### src/rtl/core/sig_pkg.sv
// Shared types and constants for the slice index generator.
package sig_pkg;

    localparam int MAX_LENGTH = 64;
    localparam int LEN_W      = 7;
    localparam int POS_W      = 8;
    localparam int NORM_W     = POS_W + 1;
    localparam int NEXT_W     = POS_W + 2;

    localparam logic [LEN_W-1:0] MAX_LEN_V = LEN_W'(MAX_LENGTH);

    typedef enum logic [2:0] {
        ADDR_START_POS  = 3'd0,
        ADDR_START_OPEN = 3'd1,
        ADDR_STOP_POS   = 3'd2,
        ADDR_STOP_OPEN  = 3'd3,
        ADDR_STRIDE     = 3'd4
    } t_cfg_addr;

    typedef enum logic [2:0] {
        ST_OK          = 3'd0,
        ST_EMPTY       = 3'd1,
        ST_STOP_BEYOND = 3'd2,
        ST_START_NEG   = 3'd3,
        ST_ZERO_STEP   = 3'd4
    } t_status_code;

    typedef enum logic [1:0] {
        S_IDLE  = 2'd0,
        S_CHECK = 2'd1,
        S_EMIT  = 2'd2
    } t_state;

    typedef struct packed {
        logic load;
        logic check;
        logic emit;
    } t_cmd;

    typedef struct packed {
        logic out_free;
        logic check_err;
        logic emit_last;
    } t_stat;

endpackage

### src/rtl/core/sig_ctrl.sv
// Control state machine: accept, check, emit.
module sig_ctrl
    import sig_pkg::*;
(
    input  logic  i_clk,
    input  logic  i_rst_n,
    input  logic  i_in_valid,
    output logic  o_in_ready,
    input  t_stat i_stat,
    output t_cmd  o_cmd
);

    t_state r_state;
    t_state n_state;

    always_ff @(posedge i_clk) begin
        if (!i_rst_n) begin
            r_state <= S_IDLE;
        end else begin
            r_state <= n_state;
        end
    end

    always_comb begin
        n_state = r_state;
        case (r_state)
            S_IDLE: begin
                if (i_in_valid) n_state = S_CHECK;
            end
            S_CHECK: begin
                if (i_stat.out_free) n_state = i_stat.check_err ? S_IDLE : S_EMIT;
            end
            S_EMIT: begin
                if (i_stat.out_free && i_stat.emit_last) n_state = S_IDLE;
            end
            default: n_state = S_IDLE;
        endcase
    end

    always_comb begin
        o_in_ready = 1'b0;
        o_cmd      = '0;
        case (r_state)
            S_IDLE: begin
                o_in_ready = 1'b1;
                o_cmd.load = i_in_valid;
            end
            S_CHECK: begin
                o_cmd.check = i_stat.out_free;
            end
            S_EMIT: begin
                o_cmd.emit = i_stat.out_free;
            end
            default: begin
                o_in_ready = 1'b0;
            end
        endcase
    end

endmodule

### src/rtl/core/sig_dpath.sv
// Datapath: config registers, bound normalization, index stepping, output register.
module sig_dpath
    import sig_pkg::*;
(
    input  logic             i_clk,
    input  logic             i_rst_n,
    input  logic             i_cfg_valid,
    input  logic [2:0]       i_cfg_addr,
    input  logic [POS_W-1:0] i_cfg_data,
    input  logic [LEN_W-1:0] i_seq_length,
    input  logic             i_one_based,
    input  t_cmd             i_cmd,
    output t_stat            o_stat,
    input  logic             i_out_ready,
    output logic             o_out_valid,
    output logic [LEN_W-1:0] o_index,
    output logic             o_last,
    output logic [2:0]       o_status
);

    // configuration
    logic [POS_W-1:0] r_start_pos;
    logic             r_start_open;
    logic [POS_W-1:0] r_stop_pos;
    logic             r_stop_open;
    logic [POS_W-1:0] r_stride;

    always_ff @(posedge i_clk) begin
        if (!i_rst_n) begin
            r_start_pos  <= '0;
            r_start_open <= 1'b0;
            r_stop_pos   <= '0;
            r_stop_open  <= 1'b1;
            r_stride     <= POS_W'(1);
        end else if (i_cfg_valid) begin
            case (t_cfg_addr'(i_cfg_addr))
                ADDR_START_POS:  r_start_pos  <= i_cfg_data;
                ADDR_START_OPEN: r_start_open <= i_cfg_data[0];
                ADDR_STOP_POS:   r_stop_pos   <= i_cfg_data;
                ADDR_STOP_OPEN:  r_stop_open  <= i_cfg_data[0];
                ADDR_STRIDE:     r_stride     <= i_cfg_data;
                default:         r_stride     <= r_stride;
            endcase
        end
    end

    logic step_neg;
    logic step_zero;
    assign step_neg  = r_stride[POS_W-1];
    assign step_zero = (r_stride == '0);

    // request registers
    logic signed [NORM_W-1:0] r_cur,  n_cur;
    logic signed [NORM_W-1:0] r_stop, n_stop;
    logic        [LEN_W-1:0]  r_len,  n_len;
    logic                     r_ob,   n_ob;

    // normalization at accept
    logic        [LEN_W-1:0]  len_c;
    logic signed [NORM_W-1:0] len_in9;
    logic signed [NORM_W-1:0] sp9;
    logic signed [NORM_W-1:0] ep9;
    logic signed [NORM_W-1:0] start_norm;
    logic signed [NORM_W-1:0] stop_norm;

    always_comb begin
        len_c   = (i_seq_length > MAX_LEN_V) ? MAX_LEN_V : i_seq_length;
        len_in9 = $signed({{(NORM_W-LEN_W){1'b0}}, len_c});
        sp9     = $signed({r_start_pos[POS_W-1], r_start_pos});
        ep9     = $signed({r_stop_pos[POS_W-1], r_stop_pos});
        if (r_start_open) begin
            start_norm = step_neg ? (len_in9 - NORM_W'(1)) : '0;
        end else begin
            start_norm = sp9[NORM_W-1] ? (sp9 + len_in9) : sp9;
        end
        if (r_stop_open) begin
            stop_norm = step_neg ? -NORM_W'(1) : len_in9;
        end else begin
            stop_norm = ep9[NORM_W-1] ? (ep9 + len_in9) : ep9;
        end
    end

    // checks on the latched bounds
    logic signed [NORM_W-1:0] len9;
    logic signed [NORM_W-1:0] lenm1;
    logic signed [NORM_W-1:0] cur_cl;
    logic signed [NORM_W-1:0] stop_cl;
    t_status_code             chk_code;

    always_comb begin
        len9    = $signed({{(NORM_W-LEN_W){1'b0}}, r_len});
        lenm1   = len9 - NORM_W'(1);
        // negative stride: start pulled inside the sequence, stop not below -1
        cur_cl  = (step_neg && (r_cur > lenm1)) ? lenm1 : r_cur;
        stop_cl = (step_neg && (r_stop < -NORM_W'(1))) ? -NORM_W'(1) : r_stop;
        if (r_stop > len9) begin
            chk_code = ST_STOP_BEYOND;
        end else if (r_cur < 0) begin
            chk_code = ST_START_NEG;
        end else if (step_zero) begin
            chk_code = ST_ZERO_STEP;
        end else if ((step_neg && (r_stop >= r_cur)) || (!step_neg && (r_stop <= r_cur))) begin
            chk_code = ST_EMPTY;
        end else if (step_neg && (cur_cl <= stop_cl)) begin
            chk_code = ST_EMPTY;
        end else begin
            chk_code = ST_OK;
        end
    end

    // stepping
    logic signed [NEXT_W-1:0] step10;
    logic signed [NEXT_W-1:0] nxt;
    logic signed [NEXT_W-1:0] stop10;
    logic                     run_last;
    logic        [LEN_W-1:0]  emit_index;

    always_comb begin
        step10     = $signed({{(NEXT_W-POS_W){r_stride[POS_W-1]}}, r_stride});
        stop10     = $signed({r_stop[NORM_W-1], r_stop});
        nxt        = $signed({r_cur[NORM_W-1], r_cur}) + step10;
        run_last   = step_neg ? (nxt <= stop10) : (nxt >= stop10);
        emit_index = r_cur[LEN_W-1:0] + LEN_W'(r_ob);
    end

    always_comb begin
        n_cur  = r_cur;
        n_stop = r_stop;
        n_len  = r_len;
        n_ob   = r_ob;
        if (i_cmd.load) begin
            n_cur  = start_norm;
            n_stop = stop_norm;
            n_len  = len_c;
            n_ob   = i_one_based;
        end else if (i_cmd.check) begin
            n_cur  = cur_cl;
            n_stop = stop_cl;
        end else if (i_cmd.emit) begin
            n_cur  = nxt[NORM_W-1:0];
        end
    end

    always_ff @(posedge i_clk) begin
        r_cur  <= n_cur;
        r_stop <= n_stop;
        r_len  <= n_len;
        r_ob   <= n_ob;
    end

    // output register
    logic             r_out_valid, n_out_valid;
    logic [LEN_W-1:0] r_index,     n_index;
    logic             r_last,      n_last;
    logic [2:0]       r_status,    n_status;
    logic             out_free;
    logic             check_err;

    assign out_free  = !r_out_valid || i_out_ready;
    assign check_err = (chk_code != ST_OK);

    always_comb begin
        n_out_valid = r_out_valid;
        n_index     = r_index;
        n_last      = r_last;
        n_status    = r_status;
        if (i_out_ready) n_out_valid = 1'b0;
        if (i_cmd.check && check_err) begin
            n_out_valid = 1'b1;
            n_index     = '0;
            n_last      = 1'b1;
            n_status    = chk_code;
        end else if (i_cmd.emit) begin
            n_out_valid = 1'b1;
            n_index     = emit_index;
            n_last      = run_last;
            n_status    = ST_OK;
        end
    end

    always_ff @(posedge i_clk) begin
        if (!i_rst_n) begin
            r_out_valid <= 1'b0;
        end else begin
            r_out_valid <= n_out_valid;
        end
        r_index  <= n_index;
        r_last   <= n_last;
        r_status <= n_status;
    end

    assign o_stat.out_free  = out_free;
    assign o_stat.check_err = check_err;
    assign o_stat.emit_last = run_last;

    assign o_out_valid = r_out_valid;
    assign o_index     = r_index;
    assign o_last      = r_last;
    assign o_status    = r_status;

endmodule

### src/rtl/core/slice_index_generator.sv
// Top level of the slice index generator.
//
// Slave stream: one item is a request, seq_length in s_axis_tdata[6:0]
// (lengths above 64 count as 64), one_based in s_axis_tuser.
// Master stream: one item per emitted index, index in m_axis_tdata[6:0],
// m_axis_tlast on the final item of a request, status code in m_axis_tuser.
// An error or empty range gives a single item with index 0 and tlast set.
// Config channel: i_cfg_addr selects start_pos, start_open, stop_pos,
// stop_open or stride (0..4); other addresses are ignored. Always ready;
// write only while no request is in flight.
// Timing: the bounds are normalized and registered at accept, checked in
// the check state, then one index per cycle from the stepping adder while
// m_axis_tready does not stall the output.
// One request is in flight at a time; the next is accepted once the last
// index is in the output register.
// Reset puts the registers at start 0, stop open, stride 1 and idles.
// A stall on m_axis_tready holds the output register and the stepping.
module slice_index_generator
    import sig_pkg::*;
(
    input  logic       i_clk,
    input  logic       i_rst_n,
    input  logic       i_cfg_valid,
    output logic       o_cfg_ready,
    input  logic [2:0] i_cfg_addr,
    input  logic [7:0] i_cfg_data,
    input  logic       s_axis_tvalid,
    output logic       s_axis_tready,
    input  logic [7:0] s_axis_tdata,   // [6:0] seq_length, [7] zero
    input  logic       s_axis_tuser,   // [0] one_based
    output logic       m_axis_tvalid,
    input  logic       m_axis_tready,
    output logic [7:0] m_axis_tdata,   // [6:0] index, [7] zero
    output logic       m_axis_tlast,
    output logic [2:0] m_axis_tuser    // [2:0] status
);

    t_cmd             cmd;
    t_stat            stat;
    logic [LEN_W-1:0] out_index;

    assign o_cfg_ready = 1'b1;

    sig_ctrl u_ctrl (
        .i_clk      (i_clk),
        .i_rst_n    (i_rst_n),
        .i_in_valid (s_axis_tvalid),
        .o_in_ready (s_axis_tready),
        .i_stat     (stat),
        .o_cmd      (cmd)
    );

    sig_dpath u_dpath (
        .i_clk        (i_clk),
        .i_rst_n      (i_rst_n),
        .i_cfg_valid  (i_cfg_valid),
        .i_cfg_addr   (i_cfg_addr),
        .i_cfg_data   (i_cfg_data),
        .i_seq_length (s_axis_tdata[LEN_W-1:0]),
        .i_one_based  (s_axis_tuser),
        .i_cmd        (cmd),
        .o_stat       (stat),
        .i_out_ready  (m_axis_tready),
        .o_out_valid  (m_axis_tvalid),
        .o_index      (out_index),
        .o_last       (m_axis_tlast),
        .o_status     (m_axis_tuser)
    );

    assign m_axis_tdata = {1'b0, out_index};

endmodule

### config.mk
export PLATFORM = sky130hd
export DESIGN_NAME = slice_index_generator
export DESIGN_NICKNAME = d
export VERILOG_FILES = /design/src/rtl/core/sig_pkg.sv /design/src/rtl/core/sig_ctrl.sv /design/src/rtl/core/sig_dpath.sv /design/src/rtl/core/slice_index_generator.sv
export SDC_FILE = /design/constraint.sdc
export NUM_CORES = 1
export LEC_CHECK = 0
export BUFFER_PORTS_ARGS = -buffer_cell sky130_fd_sc_hd__buf_2
export CORE_ASPECT_RATIO = 1.25
export CORE_MARGIN = 4
export CORE_UTILIZATION = 60
export DETAILED_ROUTE_END_ITERATION = 10
export HOLD_SLACK_MARGIN = 0.08
export PLACE_DENSITY_LB_ADDON = 0.1
export SETUP_SLACK_MARGIN = 0.5
export SLEW_MARGIN = 15
export SYNTH_ARGS = -nofsm -noshare
export SYNTH_HDL_FRONTEND = slang
export SYNTH_SLANG_ARGS = --single-unit
### constraint.sdc
create_clock -name i_clk -period 11 [get_ports i_clk]
set_input_delay 2.2 -clock i_clk [delete_from_list [all_inputs] [get_ports i_clk]]
set_output_delay 2.2 -clock i_clk [all_outputs]
set_load 0.01 [all_outputs]
==> metrics list, run 1 <==
- The run finished with clean final reports.
* Slowest cell on crit path: a31oi_1
- Initial core utilization: 0.6191
- Cell at the root of the clock tree: clkbuf_8
* Crit path largest cell delay: roughly 610 ps
- Final min period: 5236 ps
- The startpoint identified for the worst register-to-register timing path is u_dpath.r_len[0]$_DFFE_PP_.
- Number of clock buffers inserted by TritonCTS: 9
* Clk buf depth: 2
* Antenna violations before repair: 0
- Max Cap Viol: 0
- Vert. Die Dim: ~110 µm
- The multi-input combinational cells in the finished layout cover a total of 0.003497 mm².
- Syn_area_per_cell: 8.874 µm²
* Iteration count of the initial detailed-routing pass: 6
- Overall global routing resource usage: 0.2760
- TritonCTS built the clock tree.
* Area of the die: 0.01057 mm²
- The largest total area in the synthesized netlist belongs to edfxtp_1.
- After detailed routing, the number of remaining DRC violations is 0.
- Counting both buffers and inverters, the worst setup path holds a total of 1.
- Kind of end point of the critical path: flop
* Static Leakage: 2.575 nW
- Clock Sink Count: 66
* Post-DRT Antenna Nets: 0
* Drt first-iter violations: 208
- Sequential Area: 0.001612 mm²
- The floorplan has 38 rows.
* Post-CTS setup buffers: 0
- Including well taps, the total number of placed cells is ~750.
* CP Data Arrival Time: ~5300 ps
- Using the TritonRoute via totals, the vias-per-cell ratio works out to around 6.0.
- The design draws 863.7 µW.
- The region available for standard cell placement spans 0.008701 mm².
- Yosys mapped a number of flops with a built-in enable equal to 29.
- Number of buffers added on ports: 36
- Post-synth design cell area: ~0.0054 mm²
- The via count of the first global-routing pass is 4,618.
* Synth warn: 0
- Most common cell on crit path: ha_1
- Routability-driven placement finished with a final weighted congestion of 0.9291.
- Type of the most critical hold path: flop to flop
- Yosys mapped the design onto a little over 60 distinct sky130hd cell types.
- Count of hold buffers inserted by post-cts repair: 0
- Kind of cell adding the most delay to the critical path: compound AO/OA/AOI/OAI gates
- Number of synthesized register bits: 66
- 40 I/O pins were placed.
- Setup slack after placement: 5867 ps
- After technology mapping, the gate count stands at 607.
- The startpoint identified for the worst hold timing path is u_dpath.r_stride[2]$_SDFFE_PN0P_.
- Launching instance or port of the critical path: u_dpath.r_len[0]$_DFFE_PP_
* Final hold viol count: 0
- Synth Net Count: 704
- Post-synth top cells: ha_1 (69), nand2_1 (60), inv_1 (47)
* Most common cell in the synthesized netlist: ha_1
- Critical Path Source Type: flop
- For the pin with the worst max-slew slack, the measured transition is 822.5 ps.
- Worst path cell trace: inv_1 -> ha_1 -> ha_1 -> nor2b_1 -> o21a_1 -> o31ai_1 -> a21boi_0 -> o211ai_1 -> a211o_1 -> mux2i_1 -> ha_1 -> a21o_1 -> a22oi_1 -> a31oi_1 -> o211ai_1 -> nor2_1 -> a31oi_1 -> or2_2
* Net count of the finished layout: 733
- Of the post-synthesis cell area, the dominant cell type holds 0.1617.
- Power spread over the standard cell area amounts to around 150 mW/mm².
- PostCTS Resize Cnt: 0
- Flip-flop cell with the highest count after synthesis: dfxtp_1
- The final route contains approximately 4,600 vias.
- WL/cell: 18.14 µm
* Crit Path Max Fanout: 9
- Clock Pin Slew Worst Setup and Hold Paths: 80 ps
* Clock insertion delay at the later pin of the skew report: 360 ps
* Max-slew violation count: 0
* Total cell area at the placement stage: 0.005638 mm²
- Entering global routing, the biggest net connects 31 pins.
* Synth top area cells: edfxtp_1 (16%), ha_1 (16%), dfxtp_1 (14%)
- Setup repair after global routing left no endpoint under its margin.
- Share of layout cells above drive strength 1: 0.1076
- Smallest setup slack after layout: 5764 ps
* Sum of negative setup slack: 0 ps
- The H-tree generated during clock tree synthesis spans 3 levels.
- From synthesis to final layout, the design area changed by 8.269%.
- Die outline width: between 90 and 100 µm
- Of the available clock period, the critical path in the final layout requires 0.4760.
- Worst-case vdd ir drop: between 90 and 100 µV
- Across the routed clock network, the largest skew measured is 8.205 ps.
- Half-perimeter wire length after placement: roughly 11,000 µm
* Setup violators final: 0
- N_diodes: 0
- Timing-limited maximum frequency: 191.0 MHz
- The total overflow left after global routing is 0.
- By startpoint and endpoint, the worst setup path is classified as flop to flop.
- Excluding fillers, the count of instances in the completed layout stands at 761.
- Critical path data required time: approximately 11,000 ps
* Global-route wire length before repair: 22,240 µm
- Summed area of non-filler cells in the final layout: 0.005832 mm²
* Sequential fraction of the synthesis area: 0.2992
* Total Routed Length: 13,800 µm
* FFs w/ async S/R, synth: 0
- Measured against its own limit, the worst slew margin works out to 0.4491.
- Number of inserted filler cells in the final layout: 760
## through the flow
stage            util  hold slack [ps]
5_1_grt        0.6703            521.1
3_5_place_dp   0.6480            479.7
2_1_floorplan       -            459.6
6_report       0.6703            483.6
4_1_cts        0.6703            490.3
3_3_place_gp   0.6480            470.5
## path summary, 6_finish.rpt
kind / to / slack (ps) / cells past startpoint
hold reg to reg: u_dpath.r_stride[2]$_SDFFE_PN0P_ / 480 / 2
setup / recovery: u_dpath.o_status[2]$_SDFFCE_PN0P_ / 5760 / 18
hold / removal: u_dpath.r_stride[2]$_SDFFE_PN0P_ / 480 / 2
setup reg to reg: u_dpath.o_status[2]$_SDFFCE_PN0P_ / 5760 / 18
## routing by layer
layer / GRT usage / wire [µm]
met1: 0.3023 / 5401
met2: 0.4821 / 6830
met3: 0.05211 / 723
met4: 0.1848 / 849
met5: 0 / 0
## state kept, by name (all words and copies together), names as in the netlist
name                  flops
u_dpath.o_index           7
u_dpath.o_out_valid       1
u_dpath.o_last            1
u_dpath.o_status          3
u_dpath.r_ob              1
u_dpath.r_cur             9
u_ctrl.r_state            2
u_dpath.r_stride          8
u_dpath.r_stop_open       1
u_dpath.r_start_pos       8
u_dpath.r_stop_pos        8
u_dpath.r_len             7
u_dpath.r_start_open      1
u_dpath.r_stop            9
## placed cells by master, fill, tap and decap left out, types with 6 or more instances in the layout
cell type   n
xnor2_1    21
a21boi_0   17
o21a_1      9
nand3_1     8
inv_1      47
nor2b_1    26
a211oi_1    9
a21o_1     15
buf_2      36
nand2b_1    7
o21ai_0    24
and3_1      6
nor3b_1     6
mux2i_1    34
edfxtp_1   29
xor2_1      7
nand2_1    60
clkbuf_8    9
nor3_1      8
dfxtp_1    37
nor2_1     42
ha_1       69
a21oi_1    24
## worst min-delay path: stages, from the launching register on
cell and delay [ps]:
dfxtp_1 330, nand2_1 50, a21boi_0 60
## where the power goes
group,switching (mW),total (mW),internal (mW)
Sequential,0.0398,0.332,0.293
Clock,0.100,0.204,0.104
Combinational,0.182,0.327,0.145
Total,0.322,0.864,0.541
## kinds of logic (layout without fill, tap and decap cells)
group                    after synthesis  count (layout)  share of synthesized area
XOR/XNOR                              29              29                    0.04855
AO/OA/AOI/OAI                        144             144                     0.1863
multiplexers                          34              34                    0.06318
other                                  2               2                   0.001394
buffers and inverters                 69             103                    0.05157
flip-flops                            66              66                     0.2992
adder cells (fa/ha/maj)               73              73                     0.1733
AND/OR/NAND/NOR                      190             190                     0.1765
## final cells by class
cell class | count | share of cell area
Clock inverter | 7 | 0.01201
Clock buffer | 9 | 0.02124
Inverter | 49 | 0.03154
Timing Repair Buffer | 38 | 0.03347
Sequential cell | 66 | 0.2763
Multi-Input combinational cell | 472 | 0.5997
Tap cell | 120 | 0.02575
(Power assumes the default switching activity.)
==> inputs of run 2 (changes only) <==
CORE_UTILIZATION = 56   (was 60)
clock period = 4.7 ns   (was 11 ns; I/O delays follow)
==> run 2 against run 1 <==
  * First-iteration DRC count grew 28%
  * Critical path type unchanged
  * Register-to-register slack lost 5300 ps
  * Highest routed layer unchanged
  * Via count grew 3.0%
  * Clock skew shrank 4.1 ps
  * Clock power grew to 3.3 times the previous value
  * Worst hold slack gained 1.7 ps
==> metrics list, run 2 (same netlist as run 1, synthesis figures left out) <==
- The flow ran to the end, and the final reports show no timing, DRC or antenna violations.
- The sum of negative setup slack is 0 ps (unchanged).
* Via Count: 4,699 (+3.0%)
- Setup repair after global routing could not meet its margin everywhere.
- Category of the most critical setup path: flop to flop
- The CTS clock-pin slew for the worst setup and hold paths came to 60 ps (-20 ps).
* Total Routed Length: 14,910 µm (+8.0%)
- Total cell area at the placement stage: 0.005687 mm² (+0.87%)
- Cell at the root of the clock tree: clkbuf_16
* Clock Sink Count: 66 (unchanged)
- Global-route wire length before repair: 23,540 µm (+5.8%)
* N_diodes: 0 (unchanged)
* Vert. Die Dim: 117.7 µm (+3.3%)
* Post-DRT Antenna Nets: 0 (unchanged)
- The maximum VDD drop is 219.1 µV (+140%).
* Areal power density over the cells: 369.8 mW/mm² (+150%)
- The required arrival time at the worst endpoint came to 4910 ps (-6170 ps).
* Max Cap Viol: 0 (unchanged)
* Biggest registers after layout: u_dpath.r_cur: 9 flops, u_dpath.r_stop: 9 flops
- The fraction of layout instances using a drive strength above 1 came to 0.1828 (+0.07514).
- Static Leakage: 2.710 nW (+5.2%)
- Max-slew violation count: 0 (unchanged)
* Number of global-route vias before repair: 4,721 (+2.2%)
* Clk buf depth: 2 (unchanged)
* WL/cell: 18.99 µm (+4.7%)
* Vias/cell: 5.986 (-0.15%)
- Iteration count of the initial detailed-routing pass: 5 (-1)
- Smallest setup slack after layout: 453.2 ps (-5311 ps)
* Overall global routing resource usage: 0.2761 (about the same)
* Initial core utilization: 0.5810 (-0.03810)
* Final critical-path share of the clock period: 0.9036 (+0.4276)
* CP Data Arrival Time: 4460 ps (-850 ps)
- The total congestion overflow was 0 (unchanged).
* Clock H-tree levels: 3 (unchanged)
* Number of buffers added on ports: 36 (unchanged)
* Sequential Area: 0.001612 mm² (unchanged)
- The die width was 95.72 µm (+3.2%).
* Number of clock buffers inserted by TritonCTS: 9 (unchanged)
- The number of antenna violations at the first check in global routing came to 0 (unchanged).
* Setup slack after placement: 200.7 ps (-5667 ps)
- The final hold violation count was 0 (unchanged).
* Net count of the finished layout: 754 (+2.9%)
- Commonest non-fill, non-tap cells in the layout: ha_1 (61), nand2_1 (60), inv_1 (43)
- Number of remaining DRC errors: 0 (unchanged)
* Final min period: 4247 ps (-988.9 ps)
- The worst setup path is captured at a flop.
- The tightest slew margin relative to the limit is 0.4581 (+0.008996).
* Post-Route Skew: 4.136 ps (-4.069 ps)
* Half-perimeter wire length after placement: 11,520 µm (+5.5%)
- The maximum number of pins on one net before global-route repair is 31 (unchanged).
- In this run the worst hold path is classified as flop to flop.
- The worst setup path is launched from a flop.
- The clock latency at the later pin of the worst-skew pair is 340 ps (-20 ps).
- The total design power is 2.358 mW (+170%).
- The number of design-rule violations left by the first detailed-router iteration is 266 (+28%).
* Synth-to-Final Area Change: 18.35%
* Crit Path Max Fanout: 8 (-1)
- The worst hold slack across all endpoints is 485.2 ps (+1.663 ps).
- The final estimated routing congestion in global placement was 0.9128 (-1.8%).
- Timing-limited maximum frequency: 235.5 MHz (+23%)
* Slew of the pin with the lowest slew margin: 806.6 ps (-15.86 ps)
- Commonest non-fill, non-tap cell in the layout: ha_1
- Placement row count: 39 (+2.6%)
* Number of inserted filler cells in the final layout: 772 (+1.6%)
- Setup violators final: 0 (unchanged)
- Multi-input gate area: 0.003766 mm² (+7.7%)
* Area of the die: 0.01126 mm² (+6.6%)
- TritonCTS built the clock tree.
* Io pins: 40 (unchanged)
* Area of the core: 0.009271 mm² (+6.6%)
- The total of hold buffers inserted after clock tree synthesis is 0 (unchanged).
- The post-route cell area came to 0.006375 mm² (+9.3%).
==> run 2: cell types whose count changed in the layout (fill, tap and decap cells not counted), sizes merged <==
cell	change
buf	+21
clkinv	+2
clkinvlp	-2
==> run 2: per-stage QoR <==
| step | instances | util |
|---|---|---|
| floorplan | 607 | - |
| global route | 785 | 0.6876 |
| detailed placement | 754 | 0.6134 |
| global placement | 754 | 0.6134 |
| CTS | 781 | 0.6757 |
| finish | 785 | 0.6876 |
==> run 2: routing by layer <==
layer | vias to the layer above | track usage | share of wire
met4 | 0 | 0.1397 | 0.045
met1 | 2240 | 0.3059 | 0.40
met3 | 42 | 0.05627 | 0.047
met5 | - | 0 | 0
li1 | 2296 | - | -
met2 | 121 | 0.4850 | 0.51
==> run 2: power breakdown <==
group	total (mW)	leakage (nW)	internal [mW]	switching, mW
Clock	0.669	0.145	0.409	0.260
Combinational	0.906	1.98	0.420	0.486
Sequential	0.782	0.588	0.686	0.0967
==> run 2: layout make-up <==
cell class,count,area share
clock inverters,7,0.01099
inverters,49,0.02885
clock buffers,9,0.03533
repair buffers,59,0.05711
flip-flops and latches,66,0.2528
multi-input cells,472,0.5908
well taps,123,0.02414
==> run 2: repair_timing <==
item	CTS	global route
hold endpoints to repair	0	0
setup endpoints to repair	14	14
pin swaps	15	19
buffers inserted	11	4
resized for setup	35	12
==> run 2: worst max-delay path: stages (launching register included) <==
cell and delay (ps):
edfxtp_1 420, inv_2 110, ha_4 220, ha_4 270
nor2b_1 120, o21a_1 150, o21ai_0 120, a21boi_2 160
o211ai_1 100, a211o_4 450, mux2i_4 230, ha_1 300
and3_4 190, nand3_2 70, o21bai_1 160, a31oi_1 170
o211ai_1 180, buf_4 180, nor4_2 370, a31oi_1 140
==> run 2: worst paths after layout <==
kind / cells after the start / slack, ps / from / end
min reg2reg: 2 / 490 / u_dpath.r_start_pos[6]$_SDFFE_PN0P_ / u_dpath.r_start_pos[6]$_SDFFE_PN0P_
max reg2reg: 19 / 450 / u_dpath.r_len[1]$_DFFE_PP_ / u_dpath.o_out_valid$_SDFFE_PN0P_
min: 2 / 490 / u_dpath.r_start_pos[6]$_SDFFE_PN0P_ / u_dpath.r_start_pos[6]$_SDFFE_PN0P_
max: 19 / 450 / u_dpath.r_len[1]$_DFFE_PP_ / u_dpath.o_out_valid$_SDFFE_PN0P_
==> inputs of run 3 (changes only) <==
CORE_MARGIN = 8   (was 4)
CORE_UTILIZATION = 40   (was 56)
SYNTH_HIERARCHICAL = 1   (was default)
==> run 3 against run 2 <==
  * The run now ends with setup timing left
  * Core utilization fell by 19 points
  * Synthesized cell count rose by 5.1%
  * Count of clock-buffer cells in the layout rose by 1
  * Global-route usage fell by 8.9 points
  * Worst hold slack got worse by 20 ps
  * Maximum frequency fell by 10%
  * Critical path depth rose by 2
  * Non-clock buffer count rose by 24
  * Critical path type unchanged
==> metrics list, run 3 <==
* Run status: complete, but fails checks
- The final reports fail on setup timing.
* Net count of the finished layout: 807 (+7.0%)
- The first-pass GRT wire length came to 25,590 µm (+8.7%).
- Vert. Die Dim: 147.3 µm (+25%)
* Total Routed Length: 16,340 µm (+9.6%)
- Post-synth top cells: nand2_1 (78), ha_1 (69), inv_1 (58)
- Max Cap Viol: 0 (unchanged)
- Hold EP: u_ctrl/r_state[0]$_SDFFE_PN0P_
- The total congestion overflow was 0 (unchanged).
* Number of global-route vias before repair: 4,907 (+3.9%)
- The TritonCTS buffer count was 9 (unchanged).
* CP Data Arrival Time: 4830 ps (+370 ps)
- The post-route core utilization was 0.4944 (-0.1932).
- Area of the core: 0.01363 mm² (+47%)
* Clk buf depth: 2 (unchanged)
* Worst-case vdd ir drop: 244.8 µV (+12%)
* Biggest registers after layout: u_dpath/r_cur: 9 flops, u_dpath/r_stop: 9 flops
- Number of enable-type register cells in the synthesized netlist: 29 (unchanged)
- The H-tree depth reported by CTS is 3 (unchanged).
- edfxtp_1 takes more of the synthesized area than any other cell.
- The number of iterations in the first detailed-routing pass is 4 (-1).
* Die outline width: 121.0 µm (+26%)
- Share of Yosys cell area claimed by the top area cell type: 0.1579 (-0.003742)
- Io pins: 40 (unchanged)
* Initial core utilization: 0.4045 (-0.1765)
* Count of hold buffers inserted by post-cts repair: 0 (unchanged)
- The achievable frequency came to 211.3 MHz (-10%).
- The worst-case register-to-register setup slack was -30 ps (-490 ps).
- The number of sinks driven by the clock tree came to 66 (unchanged).
- The number of design-rule violations left by the first detailed-router iteration was 269 (+1.1%).
- The routed wire length per instance came to 18.36 µm (-3.3%).
- Register-to-Register Path Depth: 21 (+2)
- Synth top area cells: edfxtp_1 (16%), ha_1 (16%), dfxtp_1 (13%)
- Setup violators final: 4 (+4)
* Cell at the root of the clock tree: clkbuf_16
* Number of remaining DRC errors: 0 (unchanged)
- Synth Net Count: 735 (+4.4%)
- The fraction of layout instances using a drive strength above 1 came to 0.1902 (+0.007430).
- Switching power: 892.4 µW (+5.8%)
- Slew of the pin with the lowest slew margin: 778.5 ps (-28.11 ps)
* Category of the most critical setup path: flop to flop
* Static Leakage: 2.943 nW (+8.6%)
- Synth cell types: 72 (+16%)
- The number of placement rows came to 48 (+23%).
- Traced cell by cell, the critical path runs through inv_2 -> ha_4 -> or3b_4 -> xnor2_2 -> inv_2 -> ha_4 -> a21boi_1 -> a2111o_1 -> and3_1 -> o31ai_2 -> buf_6 -> mux2i_4 -> inv_2 -> ha_4 -> and3_4 -> nand3_2 -> o21bai_1 -> a31oi_1 -> o21ba_2 -> a311oi_4 -> or2_4.
- The placed wire-length estimate after detailed placement was 13,050 µm (+13%).
* FFs w/ async S/R, synth: 0 (unchanged)
- The most common cell in the synthesized netlist is nand2_1.
* Via Count: 4,833 (+2.9%)
* Critical Path Source Type: flop
- Critical path data required time: 4800 ps (-110 ps)
- Post-DRT Antenna Nets: 0 (unchanged)
- Kind of end point of the critical path: flop
* Clock tree from TritonCTS: yes
* Number of buffers added on ports: 36 (unchanged)
* Final hold viol count: 0 (unchanged)
* N_diodes: 0 (unchanged)
* Slowest cell on crit path: edfxtp_1
- Sequential fraction of the synthesis area: 0.2923 (-0.006925)
- Number of synthesized register bits: 66 (unchanged)
- The count of pins over their slew limit was 0 (unchanged).
* Post-Route Skew: 5.113 ps (+0.9770 ps)
- Clock Pin Slew Worst Setup and Hold Paths: 60 ps (about the same)
- Area of the die: 0.01782 mm² (+58%)
- Syn_area_per_cell: 8.643 µm² (-2.6%)
- The post-route minimum period came to 4732 ps (+485.7 ps).
- The final estimated routing congestion in global placement was 0.9006 (-1.3%).
* Smallest setup slack after layout: -32.50 ps (-485.7 ps)
- The number of instances in the synthesized netlist was 638 (+5.1%).
- Worst flop-to-flop path startpoint: u_dpath/r_len[0]$_DFFE_PP_
- The endpoint identified for the worst register-to-register timing path is u_dpath/o_status[1]$_SDFFCE_PN0P_.
- The path class of the tightest hold or removal check is flop to flop.
- Tightest hold margin: 465.2 ps (-20.04 ps)
- Crit Path Max Fanout: 7 (-1)
* Tightest slew margin relative to the limit: 0.4770 (+0.01888)
- Final critical-path share of the clock period: 1.007 (+0.1033)
* Portion of total power attributed to combinational logic: 0.388 (+0.004)
- Startpoint of the tightest hold check path: u_ctrl/r_state[1]$_SDFFE_PN0P_
- The sequential power share was 0.305 (-0.027).
- Maximum number of pins on one net before global-route repair: 30 (-3.2%)
- RSZ-0062 raised after global routing: yes
- The count of cells along the worst hold path is 1 (-1).
- The via count normalized by instance count came to 5.430 (-9.3%).
- The library cells used most frequently in the layout, excluding fill and tap cells, are nand2_1 (76), ha_1 (62), inv_1 (53).
- Crit path largest cell delay: 400 ps (-50 ps)
- Commonest non-fill, non-tap cell in the layout: nand2_1
- In the synthesized netlist the dominant register cell turns out to be dfxtp_1.
- Compared with the post-synthesis result, the final layout area differs by 22.24%.
* Antenna violations before repair: 0 (unchanged)
- Synth warn: 6 (+6)
- Int Power: 1.757 mW (+16%)
* Areal power density over the cells: 393.1 mW/mm² (+6.3%)
- The share of total power consumed by net switching is 0.3368 (-0.02082).
- Overall global routing resource usage: 0.1870 (-0.08910)
- The netlist area before placement came to 0.005514 mm² (+2.4%).
- Clock insertion delay at the later pin of the skew report: 340 ps (about the same)
- The fraction of power consumed by the clock network came to 0.307 (+0.023).
-- run 3: changes by cell type after synthesis, sizes merged, moves of 4 or more --
| cell | change |
|---|---|
| a21boi | +10 |
| a21oi | -4 |
| inv | +11 |
| mux2i | -12 |
| nand2 | +18 |
| nand3 | +4 |
| nor2b | -13 |
| o221a | -4 |
| xnor2 | -4 |
-- run 3: logic make-up after synthesis --
family,share of synthesized area
flops,0.2923
other cells,0.001362
buf+inv,0.05922
xor+xnor,0.04379
compound gates,0.2047
simple gates,0.1913
mux,0.03994
fa+ha+maj,0.1675
-- run 3: worst max-delay path by stage --
stage	from	endpoint	slack, ps	cells after the start
after global placement	u_dpath/r_len[1]$_DFFE_PP_	u_dpath/o_status[1]$_SDFFCE_PN0P_	0.6	22
after global routing	u_dpath/r_len[1]$_DFFE_PP_	u_dpath/o_status[1]$_SDFFCE_PN0P_	-220	21
after floorplan	u_dpath/r_len[0]$_DFFE_PP_	u_dpath/o_status[0]$_SDFFCE_PN0P_	40	22
final	u_dpath/r_len[0]$_DFFE_PP_	u_dpath/o_status[1]$_SDFFCE_PN0P_	-30	21
after CTS	u_dpath/r_len[1]$_DFFE_PP_	u_dpath/o_status[1]$_SDFFCE_PN0P_	-7	20
after detailed placement	u_dpath/r_len[1]$_DFFE_PP_	u_dpath/o_status[0]$_SDFFCE_PN0P_	-110	21
-- run 3: per-layer routing --
layer,share of wire,track usage
met3,0.029,0.03571
met4,0.041,0.1002
met5,0,0
met1,0.42,0.2061
met2,0.51,0.3293
-- run 3: power by group through the flow --
stage | Combinational (mW) | Sequential [mW] | Clock (mW)
2_1_floorplan | 0.631 | 0.784 | 0
3_3_place_gp | 0.879 | 0.813 | 0
3_5_place_dp | 0.901 | 0.814 | 0
4_1_cts | 0.996 | 0.806 | 0.833
5_1_grt | 1.15 | 0.817 | 0.857
6_report | 1.03 | 0.807 | 0.813
-- run 3: layout make-up --
| cell class | count | area [µm²] |
|---|---|---|
| sequential | 66 | 1612 |
| inverter | 58 | 217.7 |
| multi-input combinational | 492 | 3781 |
| clock inverter | 6 | 128.9 |
| tap | 175 | 219.0 |
| clock buffer | 10 | 229.0 |
| timing repair buffer | 83 | 553.0 |
| fill | 1306 | 6893 |
-- run 3: critical path: cells and delay by family, from the launching register on --
| family | cells | cell delay, ps |
|---|---|---|
| simple gates | 5 | 1070 |
| flops | 1 | 400 |
| buf+inv | 4 | 460 |
| mux | 1 | 260 |
| compound gates | 7 | 1460 |
| fa+ha+maj | 3 | 660 |
| xor+xnor | 1 | 180 |
-- run 3: what timing repair did --
item | 4_1_cts | 5_1_grt
pin swaps | 14 | 14
setup endpoints to repair | 14 | 14
resized for setup | 24 | 7
buffers inserted | 22 | 4
endpoints found under the hold margin | 0 | 0
-- run 3: stage by stage --
| stage | instance area, µm² | std cells | worst slack (ps) | setup TNS (ps) | power (mW) |
|---|---|---|---|---|---|
| after global routing | 6740 | 890 | -222.7 | -2498 | 2.825 |
| after detailed placement | 6003 | 848 | -109.6 | -785.2 | 1.714 |
| after floorplan | 5555 | 638 | 35.87 | 0 | 1.415 |
| after global placement | 6003 | 848 | 0.6319 | 0 | 1.692 |
| final | 6740 | 890 | -32.50 | -100.4 | 2.649 |
| after CTS | 6668 | 886 | -6.681 | -19.93 | 2.635 |
